===== src/rtl/core/nnr_pkg.sv =====
package nnr_pkg;

   // configuration port
   localparam int CSR_IDX_W  = 3;
   localparam int CSR_DATA_W = 13;

   localparam logic [CSR_IDX_W-1:0] CSR_SOURCE_WIDTH  = 3'd0;
   localparam logic [CSR_IDX_W-1:0] CSR_SOURCE_HEIGHT = 3'd1;
   localparam logic [CSR_IDX_W-1:0] CSR_TARGET_WIDTH  = 3'd2;
   localparam logic [CSR_IDX_W-1:0] CSR_TARGET_HEIGHT = 3'd3;

   // register and field widths
   localparam int SRC_W    = 9;
   localparam int DST_W    = 13;
   localparam int COORD_W  = 12;
   localparam int PLANE_W  = 2;
   localparam int SAMPLE_W = 16;

   localparam logic [SRC_W-1:0] SRC_RESET = 9'd256;
   localparam logic [DST_W-1:0] DST_RESET = 13'd256;

   // coordinate mapping divider
   localparam int PROD_W    = COORD_W + SRC_W;
   localparam int REM_W     = DST_W + 1;
   localparam int DIV_CNT_W = $clog2(PROD_W + 1);

   localparam logic [DIV_CNT_W-1:0] DIV_STEPS = DIV_CNT_W'(PROD_W);

endpackage


===== src/rtl/core/nnr_map.sv =====
module nnr_map (
   input  logic                        clock,
   input  logic                        reset,
   input  logic                        start,
   input  logic [nnr_pkg::COORD_W-1:0] d,
   input  logic [nnr_pkg::SRC_W-1:0]   src,
   input  logic [nnr_pkg::DST_W-1:0]   dst,
   output logic                        done,
   output logic [nnr_pkg::SRC_W-1:0]   coord
);
   import nnr_pkg::*;

   typedef enum logic [2:0] {
      M_IDLE = 3'b001,
      M_MUL  = 3'b010,
      M_DIV  = 3'b100
   } map_state_type;

   map_state_type          state_ff, state_in;
   logic [DIV_CNT_W-1:0]   cnt_ff, cnt_in;
   logic                   done_ff, done_in;
   logic [COORD_W-1:0]     d_ff, d_in;
   logic [SRC_W-1:0]       num_ff, num_in;
   logic [SRC_W-1:0]       lim_ff, lim_in;
   logic [DST_W-1:0]       dst_ff, dst_in;
   logic [PROD_W-1:0]      quo_ff, quo_in;
   logic [REM_W-1:0]       rem_ff, rem_in;
   logic [SRC_W-1:0]       coord_ff, coord_in;

   logic [REM_W-1:0]       trial;
   logic                   fits;
   logic [REM_W-1:0]       rem_step;
   logic [PROD_W-1:0]      quo_step;

   // one restoring division step per cycle
   assign trial    = {rem_ff[REM_W-2:0], quo_ff[PROD_W-1]};
   assign fits     = trial >= {1'b0, dst_ff};
   assign rem_step = fits ? trial - {1'b0, dst_ff} : trial;
   assign quo_step = {quo_ff[PROD_W-2:0], fits};

   always_comb begin
      state_in = state_ff;
      cnt_in   = cnt_ff;
      done_in  = 1'b0;
      d_in     = d_ff;
      num_in   = num_ff;
      lim_in   = lim_ff;
      dst_in   = dst_ff;
      quo_in   = quo_ff;
      rem_in   = rem_ff;
      coord_in = coord_ff;
      case (state_ff)
         M_IDLE: begin
            if (start) begin
               d_in     = d;
               // shrinking uses src - 1 as the numerator
               num_in   = ({4'b0, src} <= dst) ? src : src - 1'b1;
               lim_in   = src - 1'b1;
               dst_in   = dst;
               state_in = M_MUL;
            end
         end
         M_MUL: begin
            quo_in   = PROD_W'(d_ff) * PROD_W'(num_ff);
            rem_in   = '0;
            cnt_in   = DIV_STEPS;
            state_in = M_DIV;
         end
         M_DIV: begin
            quo_in = quo_step;
            rem_in = rem_step;
            cnt_in = cnt_ff - 1'b1;
            if (cnt_ff == DIV_CNT_W'(1)) begin
               coord_in = (quo_step > PROD_W'(lim_ff)) ? lim_ff : quo_step[SRC_W-1:0];
               done_in  = 1'b1;
               state_in = M_IDLE;
            end
         end
         default: begin
            state_in = M_IDLE;
         end
      endcase
   end

   always_ff @(posedge clock) begin
      if (reset) begin
         state_ff <= M_IDLE;
         cnt_ff   <= '0;
         done_ff  <= 1'b0;
      end else begin
         state_ff <= state_in;
         cnt_ff   <= cnt_in;
         done_ff  <= done_in;
      end
   end

   always_ff @(posedge clock) begin
      d_ff     <= d_in;
      num_ff   <= num_in;
      lim_ff   <= lim_in;
      dst_ff   <= dst_in;
      quo_ff   <= quo_in;
      rem_ff   <= rem_in;
      coord_ff <= coord_in;
   end

   assign done  = done_ff;
   assign coord = coord_ff;

endmodule


===== config.mk =====
export PLATFORM = sky130hd
export DESIGN_NAME = nnr_map
export DESIGN_NICKNAME = d
export VERILOG_FILES = /design/src/rtl/core/nnr_pkg.sv /design/src/rtl/core/nnr_map.sv
export SDC_FILE = /design/constraint.sdc
export NUM_CORES = 1
export LEC_CHECK = 0
export BUFFER_PORTS_ARGS = -buffer_cell sky130_fd_sc_hd__buf_2
export CAP_MARGIN = 15
export CORE_ASPECT_RATIO = 0.9
export CORE_MARGIN = 1
export CORE_UTILIZATION = 58
export CTS_BUF_LIST = sky130_fd_sc_hd__clkbuf_8
export CTS_CLUSTER_SIZE = 20
export DETAILED_ROUTE_END_ITERATION = 10
export GPL_ROUTABILITY_DRIVEN = 0
export PLACE_DENSITY = 0.79
export SKIP_CTS_REPAIR_TIMING = 1
export SLEW_MARGIN = 20
export SYNTH_ARGS = -nofsm -noshare
export SYNTH_HDL_FRONTEND = slang
export SYNTH_SLANG_ARGS = --single-unit
export TNS_END_PERCENT = 10

===== constraint.sdc =====
create_clock -name clock -period 4.5 [get_ports clock]
set_input_delay 0.9 -clock clock [delete_from_list [all_inputs] [get_ports clock]]
set_output_delay 0.9 -clock clock [all_outputs]
set_load 0.005 [all_outputs]

==> results.toml, run 1 <==
[status]
status = "finished, violations left"
violations = "negative setup slack"

[floorplan]
pin_count = 47
core_sq_mm = 0.0143
rows = 41
die_h_um = 117
dieArea_sq_mm = 0.0153
start_util_pct = 60.3
die_w_um = 130

[logic_synthesis]
netlist_instances = 871
synth_cell_type_count = 62
synth_area_leaders = "edfxtp_1, fa_1, ha_1"
netlist.area_leader.share_pct = 30.1
ys_top_cells_by_count = "inv_1, nand2_1, edfxtp_1"
avgSynthCellArea_sq_um = 9.87
synth_edf_count = 86
synthArstFlopShare_pct = 0
yosysSeqAreaShare_pct = 32.1
yosysMostFrequentCell = "inv_1"
yosys_warnings = 0
synth_area_sq_mm = 0.00859
ys.flop_type = "edfxtp_1"
synth_nets = 1055
synth_top_cell_by_area = "edfxtp_1"
yosys_register_bits = 95

[drt]
ant_nets = 0
route.met3.wl_um = 1200
top_layer_used = "met4"
dr_wl_met2_um = 9880
detail_route.wl_per_cell_um = 17.5
route.detailed.drc = 0
viasPerCell = 5.63
first_pass_iters = 5
drtIter0Drc = 583
wl_met1_um = 9100
via_count = 6627
wl_um = 20600

[critical_path]
timing.critical_path.mode_cell = "fa_1"
critPathSlowestCell = "fa_1"
cpLargestDelayFamily = "adder cells"
path_cells = "buf_6 -> buf_4 -> and2_1 -> fa_2 -> fa_1 -> fa_1 -> inv_1 -> fa_1 -> inv_1 -> ha_4 -> buf_4 -> and3_1 -> a211o_1 -> and4_1 -> nor3_2"
slowest_delay_ns = 0.57
critPathBufInv = 5
start_kind = "flop"
worstSetupPathType = "flop to flop"
cp-end-kind = "flop"
worst-endpoint-arrival_ns = 4.85
crit_required_ns = 4.74
critPathMaxFanout = 6

[timing]
setup_viol = 4
max_freq_mhz = 217
fin_crit_ns = 4.61
timing.final.crit_share_pct = 102
hold_violations = 0
drv_slew = 0
worst_slack_ns = -0.108
fin_skew_ns = 0.0120
tightestPinTransition_ns = 0.906
maxSlewHeadroom_pct = 39.6
rsz0062_at_grt = "true"

[clocking]
htreeDepth = 3
cts-buffers-inserted = 9
cts_tree = "built"
clkTransAtPathRegs_ns = 0.09
clkLatencyLatePin_ns = 0.40
cts_buffer_depth = 2
cts.sinks = 95
clock-root-buffer = "clkbuf_8"

[place]
port_buffers = 46
placed_cell_area_sq_mm = 0.00940
dp_slack_ns = -0.243
dpl.hpwl_um = 14600
placedCellCount = 1138

[power_and_ir_drop]
finalPower_uw = 5900
power.internal_uw = 3390
seq_power_share_pct = 19.9
p_sw_uw = 2510
p_leak_uw = 0.00463
vdd_drop_max_mv = 0.531
combPwrFrac_pct = 70.9
clockPowerShare_pct = 9.2
swShare_pct = 42.5
cellPowerDensity_mw_per_mm2 = 579

[global_routing]
antenna_found_initial = 1
grt_pass1_wl_um = 31900
grt_pass1_vias = 6549
grt_max_degree = 42
grt_overflow = 0
track_usage_pct = 27.4

[flow_run]
drv_cap = 0

[layout]
syn_to_final_growth_pct = 18.5
final_cells = 1178
stdcell_area_sq_mm = 0.0102
layout-drive-gt1-share_pct = 24.2
fin_nets = 1164

[worst_hold_path]
hold_class = "flop to flop"
[flip-flops by register name, summed over array words and instances (netlist names)]
name      count
state_ff      3
lim_ff        9
done          1
cnt_ff        5
quo_ff       21
d_ff         12
num_ff        9
rem_ff       13
coord         9
dst_ff       13
[final cells by class]
class,count,area [sq um]
repair buffers,127,907
multi-input cells,605,5560
flip-flops and latches,95,2760
clock buffers,9,124
inverters,142,533
clock inverters,6,47.5
fillers,1033,4080
diodes,1,2.50
well taps,193,241
[cell usage in the layout, fill, tap and decap left out, types with 15 or more instances in the layout]
cell type | synthesis | routed
a21o_1 | 17 | 17
a21oi_1 | 45 | 33
and2_1 | 63 | 53
buf_2 | 5 | 46
buf_4 | 0 | 67
edfxtp_1 | 86 | 86
fa_1 | 72 | 66
ha_1 | 75 | 61
inv_1 | 142 | 134
nand2_1 | 88 | 82
nand3_1 | 17 | 17
nor2_1 | 32 | 31
o21ai_0 | 19 | 15
xnor2_1 | 18 | 15
xor2_1 | 17 | 16
[path summary, 6_finish.rpt]
kind,startpoint,to,slack (ns),cells after the start
max,num_ff[7],quo_ff[18],-0.11,15
min,cnt_ff[0],cnt_ff[0],0.55,1
max reg2reg,num_ff[7],quo_ff[18],-0.11,15
min reg2reg,cnt_ff[0],cnt_ff[0],0.55,1
[stage by stage]
stage	hold slack [ns]	TNS (ns)	util, %
final	0.550	-0.278	71.4
after global routing	0.570	-1.06	71.4
after CTS	0.555	-2.03	67.1
after detailed placement	0.541	-1.85	65.9
after global placement	0.503	-0.629	65.9
after floorplan	0.482	0	-
[kinds of logic (layout without fill, tap and decap cells)]
logic type	count (synthesis)	after routing	synth area share, %
flip-flops	95	95	32.1
XOR/XNOR	35	35	3.57
other	0	1	0
adder cells (fa/ha/maj)	147	147	27.7
buffers and inverters	171	284	7.63
AO/OA/AOI/OAI	151	151	12.0
multiplexers	11	11	1.41
AND/OR/NAND/NOR	261	261	15.5
[power groups by stage]
stage,Sequential (uW),Clock (uW),Combinational [uW]
3_5_place_dp,1200,0,3110
6_report,1170,542,4180
2_1_floorplan,1170,0,2050
3_3_place_gp,1200,0,2980
5_1_grt,1180,573,4530
4_1_cts,1180,543,3150
[routing by layer]
layer / GRT usage [%] / vias up
met5: 0 / -
met1: 38.6 / 3223
met3: 4.91 / 42
met2: 43.0 / 224
met4: 8.28 / 0
li1: - / 3138
Note: power is estimated with default switching activity, not from simulation.
==> inputs of run 2 (changes only) <==
==> constraint.sdc (replaced) <==
create_clock -name clock -period 4.5 [get_ports clock]
set_input_delay 1.35 -clock clock [delete_from_list [all_inputs] [get_ports clock]]
set_output_delay 1.35 -clock clock [all_outputs]
set_load 0.005 [all_outputs]
==> run 2 against run 1 <==
  * The run still ends with negative setup slack left
  * Sequential power is essentially flat
  * Cell area grew 1.1%
  * Hold slack lost 0.024 ns
  * Power shrank 2.4%
==> results.toml, run 2 (synthesized netlist as in run 1, its figures left out) <==
[floorplan]
core_sq_mm = 0.0143
start_util_pct = 60.3
die_h_um = 117
die_w_um = 130
dieArea_sq_mm = 0.0153
rows = 41
pin_count = 47

[critical_path]
timing.critical_path.mode_cell = "fa_1"
reg2reg_slack_ns = -0.03
cpLargestDelayFamily = "adder cells"
worstSetupPathType = "flop to flop"
crit_required_ns = 4.63
r2r_start = "num_ff[7]"
ff2ff_path_depth = 18
slowest_delay_ns = 0.53
path_cells = "buf_4 -> buf_6 -> and2_4 -> fa_1 -> inv_1 -> fa_1 -> inv_2 -> fa_1 -> inv_1 -> fa_1 -> inv_2 -> ha_4 -> a21oi_4 -> o21ai_2 -> a221o_1 -> a31oi_4 -> xor2_1 -> o21ai_1"
critPathMaxFanout = 5
critPathBufInv = 6
cp-end-kind = "flop"
start_kind = "flop"
critPathSlowestCell = "fa_1"
worst-endpoint-arrival_ns = 4.65
r2r_end = "quo_ff[19]"

[global_routing]
antenna_found_initial = 1
grt_max_degree = 42
track_usage_pct = 26.6
grt_pass1_vias = 6489
grt_pass1_wl_um = 31300
grt_overflow = 0

[drt]
drtIter0Drc = 550
viasPerCell = 5.64
via_count = 6724
detail_route.wl_per_cell_um = 17.3
route.detailed.drc = 0
first_pass_iters = 5
wl_um = 20700
ant_nets = 0

[timing]
rsz0062_at_grt = "true"
fin_crit_ns = 4.53
setup_viol = 1
timing.final.crit_share_pct = 101
tightestPinTransition_ns = 0.854
drv_slew = 0
hold_violations = 0
maxSlewHeadroom_pct = 43.0
fin_skew_ns = 0.00976
whs_ns = 0.526
max_freq_mhz = 221
finalSetupTns_ns = -0.0260
worst_slack_ns = -0.0260

[place]
placedCellCount = 1139
dpl.hpwl_um = 14400
port_buffers = 46
placed_cell_area_sq_mm = 0.00940

[layout]
syn_to_final_growth_pct = 19.8
final_common_cell = "inv_1"
layout-drive-gt1-share_pct = 25.7
final_cells = 1192
final_cell_mix = "inv_1, edfxtp_1, buf_4, nand2_1, fa_1"
largest_reg_flops = 21
fin_nets = 1177
top_regs = "quo_ff x21, dst_ff x13, rem_ff x13"
top_register = "quo_ff"
stdcell_area_sq_mm = 0.0103

[status]
violations = "negative setup slack"
status = "finished, violations left"

[power_and_ir_drop]
p_leak_uw = 0.00471
cellPowerDensity_mw_per_mm2 = 559
finalPower_uw = 5760
vdd_drop_max_mv = 0.540

[clocking]
clkTransAtPathRegs_ns = 0.09
clock-root-buffer = "clkbuf_8"
htreeDepth = 3
cts_buffer_depth = 2
cts-buffers-inserted = 9
cts_tree = "built"
clkLatencyLatePin_ns = 0.38
cts.sinks = 95

[flow_run]
drv_cap = 0

[worst_hold_path]
holdPathStages = 1
min_to = "cnt_ff[0]"
hold_class = "flop to flop"
min_from = "cnt_ff[0]"
==> run 2: cell types whose count changed in the layout (fill, tap and decap cells not counted), moves of 2 or more <==
cell        previous run  this run
a21oi_2               11         9
and2_1                53        51
buf_4                 67        77
buf_6                 13        15
clkinvlp_4             2         0
nand2_1               82        76
nand2_2                5         9
nand2_4                1         3
==> run 2: final cells by class <==
type	instances	area [sq um]
inverter	142	533
tap	193	241
fill	1040	3960
sequential	95	2760
clock buffer	9	124
antenna	1	2.50
multi-input combinational	605	5580
clock inverter	7	48.8
timing repair buffer	140	1000
==> run 2: how the worst max path moves through the flow <==
stage	cells past startpoint	slack [ns]	startpoint	end
2_1_floorplan	16	0.02	num_ff[2]	quo_ff[18]
3_3_place_gp	14	-0.16	num_ff[8]	quo_ff[20]
3_5_place_dp	15	-0.19	num_ff[8]	quo_ff[13]
4_1_cts	15	-0.20	num_ff[8]	quo_ff[13]
5_1_grt	16	-0.16	num_ff[6]	quo_ff[19]
6_report	18	-0.03	num_ff[7]	quo_ff[19]
==> run 2: power by group <==
group          internal, uW  switching [uW]  total [uW]
Sequential             1130            39.1        1170
Clock                   203             329         532
Combinational          2020            2030        4050
Total                  3360            2400        5760
==> run 2: per-layer routing <==
metal,wire [um],vias to the layer above,track usage [%]
met1,9230,3268,38.1
met2,9620,256,41.0
met3,1350,37,4.55
met4,444,0,8.14
met5,0,-,0
li1,-,3163,-
==> run 2: metrics by stage <==
stage                     worst slack (ns)  utilization (%)
after floorplan                     0.0250                -
after global placement              -0.158             65.9
after detailed placement            -0.193             65.9
after CTS                           -0.205             67.1
after global routing                -0.159             72.2
final                              -0.0260             72.2
==> inputs of run 3 (changes only) <==
--- a/config.mk
+++ b/config.mk
@@ -9,12 +9,13 @@
 export CAP_MARGIN = 15
 export CORE_ASPECT_RATIO = 0.9
 export CORE_MARGIN = 1
-export CORE_UTILIZATION = 58
+export CORE_UTILIZATION = 55
 export CTS_BUF_LIST = sky130_fd_sc_hd__clkbuf_8
 export CTS_CLUSTER_SIZE = 20
 export DETAILED_ROUTE_END_ITERATION = 10
 export GPL_ROUTABILITY_DRIVEN = 0
-export PLACE_DENSITY = 0.79
+export GPL_TIMING_DRIVEN = 0
+export PLACE_DENSITY = 0.76
 export SKIP_CTS_REPAIR_TIMING = 1
 export SLEW_MARGIN = 20
 export SYNTH_ARGS = -nofsm -noshare
==> run 3 against run 2 <==
  * The flow still finishes with violations (negative setup slack)
  * Count of clock-buffer cells in the layout unchanged
  * Wire length decreased by 1.5%
  * Flip-flop and latch count unchanged
  * Critical path depth unchanged
  * Via count decreased by 1.1%
  * Power decreased by 3.9%
  * Utilization decreased by 5.7 points
==> results.toml, run 3 (synthesized netlist as in run 1, its figures left out) <==
[timing]
worst_slack_ns = -0.101
timing.final.crit_share_pct = 102
rsz0062_at_grt = "true"
setup_viol = 5
fin_crit_ns = 4.60
hold_violations = 0
maxSlewHeadroom_pct = 53.6
whs_ns = 0.558
finalSetupTns_ns = -0.238
fin_skew_ns = 0.0130
tightestPinTransition_ns = 0.695
drv_slew = 0
max_freq_mhz = 217

[critical_path]
start_kind = "flop"
crit_required_ns = 4.66
ff2ff_path_depth = 18
cp-end-kind = "flop"
reg2reg_slack_ns = -0.10
worst-endpoint-arrival_ns = 4.76
worstSetupPathType = "flop to flop"
critPathMaxFanout = 8

[drt]
route.met3.wl_um = 1260
first_pass_iters = 5
wl_met1_um = 9120
detail_route.wl_per_cell_um = 17.5
route.detailed.drc = 0
top_layer_used = "met4"
ant_nets = 0
wl_um = 20300
viasPerCell = 5.71
dr_wl_met2_um = 9680
via_count = 6649
drtIter0Drc = 517

[layout]
largest_reg_flops = 21
n_antenna_cell = 0
final_cell_mix = "inv_1, edfxtp_1, nand2_1, fa_1, ha_1"
top_register = "quo_ff"
top_regs = "quo_ff x21, dst_ff x13, rem_ff x13"
layout-drive-gt1-share_pct = 19.8
final_cells = 1164
fin_nets = 1145
syn_to_final_growth_pct = 15.9
final_common_cell = "inv_1"
stdcell_area_sq_mm = 0.00996

[place]
placedCellCount = 1116
dpl.hpwl_um = 14600
port_buffers = 45
placed_cell_area_sq_mm = 0.00913

[global_routing]
track_usage_pct = 25.1
grt_overflow = 0
grt_pass1_vias = 6222
antenna_found_initial = 0
grt_max_degree = 28
grt_pass1_wl_um = 30900

[clocking]
cts_tree = "built"
htreeDepth = 3
cts.sinks = 95
cts-buffers-inserted = 9
cts_buffer_depth = 2
clkTransAtPathRegs_ns = 0.10
clock-root-buffer = "clkbuf_8"
clkLatencyLatePin_ns = 0.41

[worst_hold_path]
hold_class = "flop to flop"
holdPathStages = 1

[status]
violations = "negative setup slack"
status = "finished, violations left"

[power_and_ir_drop]
vdd_drop_max_mv = 0.501
cellPowerDensity_mw_per_mm2 = 555
p_leak_uw = 0.00450

[floorplan]
dieArea_sq_mm = 0.0161
die_h_um = 121
die_w_um = 134
rows = 42
pin_count = 47
start_util_pct = 57.4
core_sq_mm = 0.0150

[flow_run]
drv_cap = 0
-- run 3: changes by cell type in the layout (fill, tap and decap cells not counted), moves of 7 or more --
cell and delta:
nand2_1 +7, and2_4 -9, buf_6 -7, clkbuf_1 +8, buf_4 -40, and2_1 +10
-- run 3: worst paths after layout --
path / start / end
worst min-delay path: cnt_ff[0] / cnt_ff[0]
worst max-delay path: d_ff[4] / quo_ff[20]
worst min register to register: cnt_ff[0] / cnt_ff[0]
worst max register to register: d_ff[4] / quo_ff[20]
-- run 3: final cells by class --
cell class,count,area [sq um]
clock inverter,7,95.1
timing repair buffer,84,563
inverter,142,533
buffer,24,153
clock buffer,9,124
fill,1187,5010
multi-input combinational,605,5480
sequential,95,2760
tap,198,248
-- run 3: worst max-delay path, cell delays in order, from the launching register on --
cell	delay (ns)
edfxtp_1	0.54
buf_4	0.18
buf_4	0.10
nand2_1	0.06
fa_1	0.48
inv_1	0.05
ha_1	0.28
ha_1	0.29
inv_1	0.06
fa_1	0.53
inv_1	0.04
ha_2	0.19
fa_2	0.37
a21oi_4	0.20
o211ai_1	0.19
a31oi_4	0.30
o221ai_2	0.14
xnor2_1	0.25
a21oi_1	0.11
-- run 3: per-layer routing --
metal  track usage (%)  vias up
met5                 0        -
met4              6.53        0
met1              36.1     3272
met2              39.1      246
met3              4.49       27
li1                  -     3104
-- run 3: metrics by stage --
stage,total power (uW),util (%),setup slack [ns]
3_3_place_gp,3710,60.7,-0.590
5_1_grt,5860,66.5,-0.188
2_1_floorplan,3220,-,0.0250
6_report,5530,66.5,-0.101
4_1_cts,4450,62.4,-0.670
3_5_place_dp,3790,61.0,-0.639
-- run 3: power by group --
group	leakage (uW)	switching (uW)	internal (uW)	total [uW]
registers	0.000872	44.8	1130	1180
logic	0.00352	2020	1680	3700
clock network	0.000110	342	314	656
